**src/rtl/core/fpa_pkg.sv**
```systemverilog
// Shared types and constants for the Q24.8 fixed-point ALU pipeline.
`default_nettype none

package fpa_pkg;

  typedef enum logic [3:0] {
    OP_ADD      = 4'd0,
    OP_SUB      = 4'd1,
    OP_MUL      = 4'd2,
    OP_DIV      = 4'd3,
    OP_GT       = 4'd4,
    OP_LT       = 4'd5,
    OP_GE       = 4'd6,
    OP_LE       = 4'd7,
    OP_EQ       = 4'd8,
    OP_NE       = 4'd9,
    OP_MIN      = 4'd10,
    OP_MAX      = 4'd11,
    OP_INC      = 4'd12,
    OP_DEC      = 4'd13,
    OP_TO_INT   = 4'd14,
    OP_FROM_INT = 4'd15
  } op_t;

  typedef struct packed {
    op_t                opcode;
    logic signed [31:0] operand_a;
    logic signed [31:0] operand_b;
  } fpa_req_t;

  typedef struct packed {
    logic signed [31:0] result_raw;
    logic               compare_true;
    logic               divide_by_zero;
  } fpa_rsp_t;

  // Restoring divide: one quotient bit per stage, 33 bits cover any unsaturated result
  localparam int DIV_STEPS = 33;
  localparam int QUO_W     = 33;

  localparam logic [31:0] MAG_SAT = 32'h8000_0000;
  localparam logic [31:0] POS_MAX = 32'h7FFF_FFFF;

  typedef struct packed {
    logic [31:0]      rem;
    logic [31:0]      dvsr;
    logic [QUO_W-1:0] dl;
    logic [QUO_W-1:0] quo;
  } fpa_div_t;

  // Control and result word that travels beside the datapath
  typedef struct packed {
    op_t         op;
    logic        neg;
    logic        cmp;
    logic        dz;
    logic        ovf;
    logic [31:0] res;
  } fpa_side_t;

endpackage

`default_nettype wire

```
**src/rtl/core/fpa_div_step.sv**
```systemverilog
// One registered stage of the restoring divider: one quotient bit per stage.
`default_nettype none

module fpa_div_step (
  input  wire logic             clk,
  input  wire logic             en,
  input  wire fpa_pkg::fpa_div_t din,
  output fpa_pkg::fpa_div_t      dout
);
  import fpa_pkg::*;

  logic [32:0] ext;
  logic [33:0] diff;
  logic        ge;
  fpa_div_t    dout_next;

  always_comb begin
    ext  = {din.rem, din.dl[QUO_W-1]};
    diff = {1'b0, ext} - {2'b00, din.dvsr};
    ge   = ~diff[33];
    dout_next.dvsr = din.dvsr;
    dout_next.rem  = ge ? diff[31:0] : ext[31:0];
    dout_next.dl   = {din.dl[QUO_W-2:0], 1'b0};
    dout_next.quo  = {din.quo[QUO_W-2:0], ge};
  end

  always_ff @(posedge clk) begin
    if (en) begin
      dout <= dout_next;
    end
  end

endmodule

`default_nettype wire

```
**config.mk**
```make
export PLATFORM = sky130hd
export DESIGN_NAME = fpa_div_step
export DESIGN_NICKNAME = d
export VERILOG_FILES = /design/src/rtl/core/fpa_pkg.sv /design/src/rtl/core/fpa_div_step.sv
export SDC_FILE = /design/constraint.sdc
export NUM_CORES = 1
export LEC_CHECK = 0
export BUFFER_PORTS_ARGS = -buffer_cell sky130_fd_sc_hd__buf_2
export CAP_MARGIN = 25
export CORE_MARGIN = 5
export CORE_UTILIZATION = 45
export DETAILED_ROUTE_END_ITERATION = 6
export GPL_TIMING_DRIVEN = 1
export PLACE_DENSITY_LB_ADDON = 0.25
export SYNTH_ARGS = -nofsm -noshare
export SYNTH_HDL_FRONTEND = slang
export SYNTH_SLANG_ARGS = --single-unit
```
**constraint.sdc**
```tcl
create_clock -name clk -period 7.1 [get_ports clk]
set_clock_uncertainty 0.15 [all_clocks]
set_input_delay 0.355 -clock clk [delete_from_list [all_inputs] [get_ports clk]]
set_output_delay 0.355 -clock clk [all_outputs]
set_load 0.01 [all_outputs]
```
==> metrics.md <==
| Metric | Value |
|---|---|
| Tmin final | `4170 ps` |
| Drt wl/cell | `19.5 um` |
| Drt total wl | `roughly 20 mm` |
| IO Count | `262` |
| CP startpoint | `din[85]` |
| Antenna-violating nets left | `0` |
| Ys flop type | `edfxtp_1` |
| Clk pin slew, worst setup/hold paths | `roughly 60 ps` |
| DP HPWL | `13.4 mm` |
| Final hold vios | `0` |
| Post-synth EDFFs | `approximately 130` |
| Total Neg Setup Slack | `0 ps` |
| Num rows | `43` |
| Buffers on Ports | `259` |
| Critical path arrival | `4180 ps` |
| H-tree depth | `4` |
| Max reg flops | `about 130` |
| Synthesis-to-finish area growth | `47.6%` |
| Setup crit end kind | `register` |
| Total gr overflow | `0` |
| Min-delay src | `din[96]` |
| CTS Root Cell | `clkbuf_16` |
| Status | `completed` |
| Post-CTS setup buffers | `0` |
| Fill cells | `1008` |
| Layout cells sized above 1 | `39.0%` |
| First-pass GRT wire length | `29.9 mm` |
| Iter 0 DRT Violations | `300` |
| Top Registers | `dout x129` |
| Mapped Nets | `~600` |
| Least-Margin Pin Slew | `approximately 840 ps` |
| Post-DR vias/cell | `5.13` |
| Largest area contributor in the netlist | `edfxtp_1` |
| Vias in the first global route | `5440` |
| Final setup fails | `0` |
| Maxcap violations | `0` |
| Largest net degree at the start of global routing | `67` |
| VDD IR max | `152 uV` |
| Placed Cells incl. Taps | `884` |
| Vias | `slightly above 5000` |
| Post-synthesis cell type count | `54` |
| Seq/Total Area, Yosys | `between 60% and 70%` |
| Data required, critical path | `~7000 ps` |
| Die Span Y | `128 um` |
| CTS sink cnt | `129` |
| PwrDens | `249 mW/mm^2` |
| Mean Syn Cell Area | `13.9 sq um` |
| Count leader, synth | `edfxtp_1` |
| Min-Delay Path Class | `input port to register` |
| Die span in x | `~130 um` |
| Pleak | `4.16 nW` |
| F_max | `about 240 MHz` |
| Number of antenna violations at the first check in global routing | `4` |
| Fin crit share | `58.7%` |
| 1st-pass router iterations | `4` |
| Top cell type's share of synthesized area | `61.6%` |
| Top cells by area, synth | `edfxtp_1, ha_1, mux2_4, a21oi_1, inv_1` |
| Nets@finish | `roughly 980` |
| Worst hold slack | `32.3 ps` |
| Cell area after layout | `0.00929 sq mm` |
| Pins Over Slew Limit | `0` |
| Core ar. | `0.0138 sq mm` |
| Gate Count Post-Synth | `452` |
| CTS buffer count | `17` |
| Initial core utilization | `45.7%` |
| Yosys warnings | `0` |
| # DRC | `0` |
| Synth Cell Area | `0.00629 sq mm` |
| Kind of critical path | `input port to register` |
| Clock tree buffer depth | `2` |
| Worst setup SP type | `input port` |
| Finished Layout Cells | `1012` |
| Full die area | `approximately 0.016 sq mm` |
| FFs w/ async S/R, synth | `0%` |
| Area post-placement | `0.00774 sq mm` |
| Top cells by count, synth | `edfxtp_1, inv_1, a21oi_1, ha_1, mux2_4` |
| GRT Total Usage | `24.1%` |
| Routability congestion estimate | `0.847` |
| TritonCTS clock tree | `yes` |
| Biggest register | `dout` |
| Setup repair after global routing missed its margin | `false` |
| Crit path max fanout | `19` |
| Seq cells post-synth | `129` |
| Relative slew slack | `43.9%` |
layout by cell type, fill, tap and decap left out, types with 23 or more instances in the layout:
master	instances
inv_1	41
buf_2	258
edfxtp_1	129
mux2_4	25
ha_1	32
nand2_1	23
a21oi_1	32
dlygate4sd3_1	95
power breakdown:
group          internal [W]  switching (W)  leakage (nW)
logic              0.000233       0.000249          2.62
registers          0.000932      0.0000215          1.26
clock network      0.000548       0.000330         0.280
cell type report:
type	instances	area, sq um	area share (%)
Tap cell	180	225	2.42
Multi-Input combinational cell	273	2180	23.4
Sequential cell	129	3870	41.7
Timing Repair Buffer	356	2260	24.4
Antenna cell	2	5.00	0.0539
Clock inverter	14	165	1.78
Inverter	41	154	1.66
Clock buffer	17	425	4.58
layer usage:
layer | global-route usage, % | vias up | wire length [um] | share of wire, %
met2 | 44.0 | 247 | 10500 | 53
met3 | 7.38 | 44 | 1620 | 8.2
li1 | - | 2446 | - | -
met4 | 10.7 | 4 | 626 | 3.2
met1 | 25.1 | 2451 | 7030 | 36
met5 | 0 | - | 21 | 0.11
worst max-delay path, stage by stage:
cell and delay, ps:
dlygate4sd3_1 530, buf_2 120, inv_1 50, ha_1 440, and4_1 340, nand3_1 120, or4_4 570, o21bai_4 150
a21oi_2 90, a31oi_4 570, buf_4 470, mux2_2 380
worst paths after layout:
check                   end  slack, ps  cells after the start
setup / recovery  dout[100]       2930                     12
hold / removal     dout[96]         30                      1
what timing repair did:
| item | in CTS | in global routing |
|---|---|---|
| gates resized for setup | 0 | 0 |
| hold buffers | 95 | 0 |
| endpoints found under the hold margin | 95 | 0 |
metrics by stage:
stage	power (W)	setup slack [ps]	utilization, %
5_1_grt	0.00241	2750	67.5
3_5_place_dp	0.00140	3050	56.2
6_report	0.00231	2930	67.5
3_3_place_gp	0.00139	3090	56.2
2_1_floorplan	0.00123	3930	-
4_1_cts	0.00231	2930	67.4
cell families (layout without fill, tap and decap cells):
family	after synthesis	after routing	synth area share, %
DFF	129	129	61.6
AOI/OAI and AO/OA	102	102	10.9
and+or+nand+nor	80	80	6.34
buffers and inverters	50	428	3.84
adders and majority gates	33	33	6.68
muxes	33	33	7.28
xor gates and xnor gates	24	24	3.34
other	1	3	0.0596
Note: power is estimated with default switching activity, not from simulation.
